File: src/design/lobm_pkg.sv
// Shared constants, types and controller states of the order book matcher.
package lobm_pkg;

    localparam int BOOK_DEPTH = 1024;
    localparam int ADDR_W     = $clog2(BOOK_DEPTH);
    localparam int CNT_W      = $clog2(BOOK_DEPTH + 1);
    localparam int FIELD_W    = 30;
    localparam int ENTRY_W    = 2 * FIELD_W;

    localparam logic [FIELD_W-1:0] BACKLOG_MOD = 30'd1000000007;

    localparam logic SIDE_BUY  = 1'b0;
    localparam logic SIDE_SELL = 1'b1;

    typedef enum logic [3:0] {
        ST_IDLE,
        ST_CHECK,
        ST_SCAN_START,
        ST_SCAN,
        ST_DECIDE,
        ST_LAST_WAIT,
        ST_MOVE,
        ST_TOTAL,
        ST_APPEND,
        ST_DONE
    } lobm_state_t;

    typedef struct packed {
        logic load;
        logic scan_start;
        logic scan;
        logic take;
        logic move;
        logic total;
        logic append;
    } lobm_cmd_t;

    typedef struct packed {
        logic scan_done;
        logic limit_ok;
        logic partial;
        logic rest_zero;
        logic opp_empty;
    } lobm_status_t;

endpackage

File: src/design/lobm_ctrl.sv
// Controller state machine that sequences matching, removal and appending.
module lobm_ctrl
    import lobm_pkg::*;
(
    input  logic         clk,
    input  logic         rst_n,
    input  logic         start,
    input  lobm_status_t status,
    output lobm_cmd_t    cmd,
    output logic         busy,
    output logic         done
);

    lobm_state_t state_reg, state_next;

    always_ff @(posedge clk or negedge rst_n)
    begin
        if (!rst_n)
        begin
            state_reg <= ST_IDLE;
        end
        else
        begin
            state_reg <= state_next;
        end
    end

    always_comb
    begin
        state_next = state_reg;
        cmd        = '0;
        busy       = 1'b1;
        done       = 1'b0;
        case (state_reg)
            ST_IDLE:
            begin
                busy = 1'b0;
                if (start)
                begin
                    cmd.load   = 1'b1;
                    state_next = ST_CHECK;
                end
            end
            ST_CHECK:
            begin
                if (status.rest_zero || status.opp_empty)
                    state_next = ST_TOTAL;
                else
                    state_next = ST_SCAN_START;
            end
            ST_SCAN_START:
            begin
                cmd.scan_start = 1'b1;
                state_next     = ST_SCAN;
            end
            ST_SCAN:
            begin
                cmd.scan = 1'b1;
                if (status.scan_done)
                    state_next = ST_DECIDE;
            end
            ST_DECIDE:
            begin
                if (!status.limit_ok)
                    state_next = ST_TOTAL;
                else
                begin
                    cmd.take = 1'b1;
                    if (status.partial)
                        state_next = ST_TOTAL;
                    else
                        state_next = ST_LAST_WAIT;
                end
            end
            ST_LAST_WAIT:
            begin
                state_next = ST_MOVE;
            end
            ST_MOVE:
            begin
                cmd.move   = 1'b1;
                state_next = ST_CHECK;
            end
            ST_TOTAL:
            begin
                cmd.total  = 1'b1;
                state_next = ST_APPEND;
            end
            ST_APPEND:
            begin
                cmd.append = 1'b1;
                state_next = ST_DONE;
            end
            ST_DONE:
            begin
                done       = 1'b1;
                state_next = ST_IDLE;
            end
            default:
            begin
                state_next = ST_IDLE;
            end
        endcase
    end

endmodule

File: config.mk
export PLATFORM = sky130hd
export DESIGN_NAME = lobm_ctrl
export DESIGN_NICKNAME = d
export VERILOG_FILES = /design/src/design/lobm_pkg.sv /design/src/design/lobm_ctrl.sv
export SDC_FILE = /design/constraint.sdc
export NUM_CORES = 1
export LEC_CHECK = 0
export BUFFER_PORTS_ARGS = -buffer_cell sky130_fd_sc_hd__buf_4
export CAP_MARGIN = 0
export CORE_AREA = 2 2 39 41
export DETAILED_ROUTE_END_ITERATION = 8
export DIE_AREA = 0 0 41 43
export HOLD_SLACK_MARGIN = 0.1
export PLACE_DENSITY = 0.52
export REMOVE_ABC_BUFFERS = 1
export SLEW_MARGIN = 20
export SYNTH_ARGS = -nofsm -noshare
export SYNTH_HDL_FRONTEND = slang
export SYNTH_SLANG_ARGS = --single-unit
File: constraint.sdc
create_clock -name clk -period 1.25 [get_ports clk]
set_clock_uncertainty 0.15 [all_clocks]
set_input_delay 0.25 -clock clk [delete_from_list [all_inputs] [get_ports clk]]
set_output_delay 0.25 -clock clk [all_outputs]
set_load 0.05 [all_outputs]
### Word level (Yosys, flattened, before mapping)

Index checks and enable logic that the tools add are counted.
W data, S select, Z words.

| word-level totals | value |
|---|---|
| output and inout bits | 9 |
| input bits | 8 |
| word-level logic and storage cells | 32 |
| bits in registers | 4 |

| cells by class | value |
|---|---|
| reduce and logical (&&, ||, !) cells | 3 |
| multiplexer cells | 17 |
| eq/ne operators | 11 |

Operator list:

| operator | count |
|---|---|
| $pmux W4 S9 | 1 |
| $eq A4 B3 Y1 const B | 4 |
| $mux W4 | 3 |
| $mux W1 | 11 |
| $eq A4 B2 Y1 const B | 2 |
| $eq A4 B4 Y1 const B | 2 |
| $eq A4 B1 Y1 const B | 1 |
| $logic_not A4 Y1 | 1 |
| $ne A2 B2 Y1 const B | 2 |
| $mux W3 | 1 |
| $mux W2 | 1 |
| $reduce_and A2 Y1 | 1 |
| $logic_or A1 B1 Y1 | 1 |

### Longest topological paths before layout

| depth | value |
|---|---|
| depth after elaboration | 3 |
| gate-level depth with buffers | 4 |
| mapped depth without buffers | 3 |

### Worst setup path before layout

Ideal clock, no wire load.

| timing | value |
|---|---|
| path kind | reg-to-output |
| start | reg state_reg[3] |
| end | out cmd[3] (netlist name) |
| path buffers | 1 |
| required time | 0.850 ns |
| setup slack | -1.272 ns |
| arrival | 2.122 ns |
| cell stages (with the launch flop) | 4 |
| cell sequence | dfrtp_1 > buf_4 > nand2b_1 > nor4_1 |

RTL lines:

| what | RTL line | RTL |
|---|---|---|
| from (decl) | lobm_ctrl.sv:14 | `lobm_state_t state_reg, state_next;` |
| from (signal assigned) | lobm_ctrl.sv:24 | `state_reg <= state_next;` |
| to (decl) | lobm_ctrl.sv:9 | `output lobm_cmd_t cmd,` |

==> impl_results.md <==
* Power Dens Cells at 2890 mW/mm^2
* Non-filler cells in the finished layout at 86
* Number of buffers added on ports at 16
* Element type at the critical path end: output pin
* Flops & latches, synth at 4
* Worst rel slew slack at 82.3%
* Seq/Total Area, Yosys at 32.8%
* Slew Limit Fails at 0
* Met1 Usage GRT at 16.0%
* Worst EP required at 0.85 ns
* # IOs at 17
* Post-DP Area at 469 sq um
* Status: finished, violations left
* Pwr Total at 2.02 mW
* CTS buffer count at 3
* CTS tree: yes
* Die area at 0.00176 sq mm
* Max-cap violations at 0
* Yosys top cell area share at 32.8%
* Nets at 80
* Largest cells by area after synthesis: dfrtp_1 (33%), nor2_1 (6.1%), nor3_1 (4.9%), o21ai_0 (4.9%), buf_6 (3.7%)
* Worst path top cell family by delay: flip-flops
* Hold Crit Class: in -> reg
* Synth warn at 0
* Die H at 43 um
* Max clock buf depth at 2
* Initial antenna violation count at 0
* Drt first pass iters at 2
* First-pass GRT wire length at 1.65 mm
* Post-Syn Instances at 39
* Peak VDD IR at 1.37 mV
* Placed Cells at 74
* Layout cells sized above 1 at 68.6%
* Post-detailed-route count of antenna-violating nets at 0
* RSZ-0062 raised after global routing: yes
* Clk sinks at 4
* Clock insertion delay at the later pin of the skew report at 0.24 ns
* FP Rows at 14
* Tmin final at 1.67 ns
* CP arrival at 1.27 ns
* Hold Fails Final Rpt at 0
* Initial DRC count at 3
* Final Setup Violations at 12
* Post-layout util at 50.5%
* Worst setup SP type: register
* Core region area at 0.00138 sq mm
* Number of buffers and inverters on the critical path at 1
* Vias in the first global route at 401
* Clock transition at path regs at 0.04 ns
* Leak pwr at 0.320 nW
* Routed vias/inst at 4.86
* Final Cycle Share at 134%
* Final wirelength at 1.03 mm
* Layout area overhead at 129%
* GRT overflow at 0
* # fillers at 127
* GRT busiest layer: met2
* GPL Wtd Cong at 0.789
* H-tree lvl count at 1
* Total track usage at 14.6%
* CP max FO at 6
* Worst Tran Pin Value at 0.263 ns
* Design area at 699 sq um
* Grt met3 use at 9.95%
* Antenna diodes at 0
* Worst path slowest cell: dfrtp_2
* Met2 usage at 21.3%
* Highest achievable clock rate at 598 MHz
* # DRC at 0
* Max FFs per register at 4
* WS Path Type: reg -> out
* Largest net degree at the start of global routing at 10
* Final WS setup at -0.423 ns
* Synth cell types at 24
* Die width at 41 um
* Initial Util at 22.1%
* Crit-path max cell delay at 0.45 ns
* Leading area contributor after synthesis: dfrtp_1
* Crit-path cells: or2b_1 > nor3_2 > buf_6
* Failing checks: negative setup slack
* Syn avg cell area at 7.83 sq um
* Synthesized area at 305 sq um
* Hold slack at 0.158 ns
* Routed WL per cell at 12.0 um
* Clock root buffer: clkbuf_4
* Routed vias at 418
* Commonest non-fill, non-tap cells in the layout: buf_4 (16), buf_6 (14)
* Most common cell after layout, fill and taps aside: buf_4
* Final HPWL DP at 644 um
-- repair_timing --
| item | 4_1_cts | 5_1_grt |
|---|---|---|
| setup buffers | 7 | 2 |
| hold buffers | 1 | 0 |
| hold endpoints to repair | 4 | 0 |
| gates resized for setup | 23 | 12 |
| endpoints found under the setup margin | 11 | 13 |
| pin swaps | 6 | 5 |
-- worst min-delay path: cells and delay by family --
kind,cells,cell delay (ns)
buffers and inverters,1,0.12
AO/OA/AOI/OAI,1,0.06
AND/OR/NAND/NOR,1,0.08
-- power by group --
group | switching, mW | leakage, nW | internal [mW]
logic | 0.785 | 0.261 | 0.753
registers | 0.111 | 0.0457 | 0.205
clock network | 0.0572 | 0.0138 | 0.108
total | 0.954 | 0.320 | 1.07
-- layout make-up --
class	instances	area [sq um]	area share, %
timing repair buffer	32	303	43.3
multi-input combinational	29	243	34.7
clock buffer	3	22.5	3.22
tap	16	20.0	2.86
sequential	4	104	14.8
inverter	2	7.51	1.07
-- worst paths after layout --
| kind | slack [ns] | startpoint | end | cells past startpoint |
|---|---|---|---|---|
| hold / removal | 0.16 | status[4] | state_reg[2]$_DFFE_PN0P_ | 3 |
| setup reg to reg | -0.37 | state_reg[0]$_DFFE_PN0P_ | state_reg[0]$_DFFE_PN0P_ | 7 |
| min in group asynchronous | 0.19 | rst_n | state_reg[0]$_DFFE_PN0P_ | 2 |
| hold reg to reg | 0.46 | state_reg[3]$_DFFE_PN0P_ | state_reg[1]$_DFFE_PN0P_ | 2 |
| max in group asynchronous | 0.64 | rst_n | state_reg[1]$_DFFE_PN0P_ | 2 |
| setup / recovery | -0.42 | state_reg[0]$_DFFE_PN0P_ | cmd[5] | 3 |
-- routing by layer --
metal	vias to the layer above	share of wire, %	wire length, um
li1	206	-	-
met1	194	39	401
met2	16	51	528
met3	2	8.8	91
met4	0	1.2	12
met5	-	0	0
-- synthesized netlist by cell type --
master,count
inv_1,2
o22ai_1,1
o211ai_1,1
a2bb2oi_1,1
o21ai_0,3
nor4_1,1
a21oi_1,1
dfrtp_1,4
nand2b_1,1
or4_1,1
a221oi_1,1
and3_1,1
buf_4,1
o21bai_1,1
nand3b_1,1
o21a_1,1
buf_2,2
nor2_1,5
nand4b_1,1
nand2_1,3
nor3_1,3
a21o_1,1
buf_6,1
or2b_1,1
-- cells by family (layout without fill, tap and decap cells) --
family / Yosys count / in the layout / synth area share [%]
flops: 4 / 4 / 32.8
buf+inv: 6 / 37 / 11.9
simple gates: 18 / 18 / 31.2
compound gates: 11 / 11 / 24.2
-- through the flow --
stage                     setup WS, ns  setup TNS [ns]
after floorplan                  -1.25           -5.19
after global placement          -0.211           -1.63
after detailed placement        -0.203           -1.51
after CTS                       -0.442           -4.15
after global routing            -0.488           -4.79
final                           -0.423           -4.10
(Power assumes the default switching activity.)
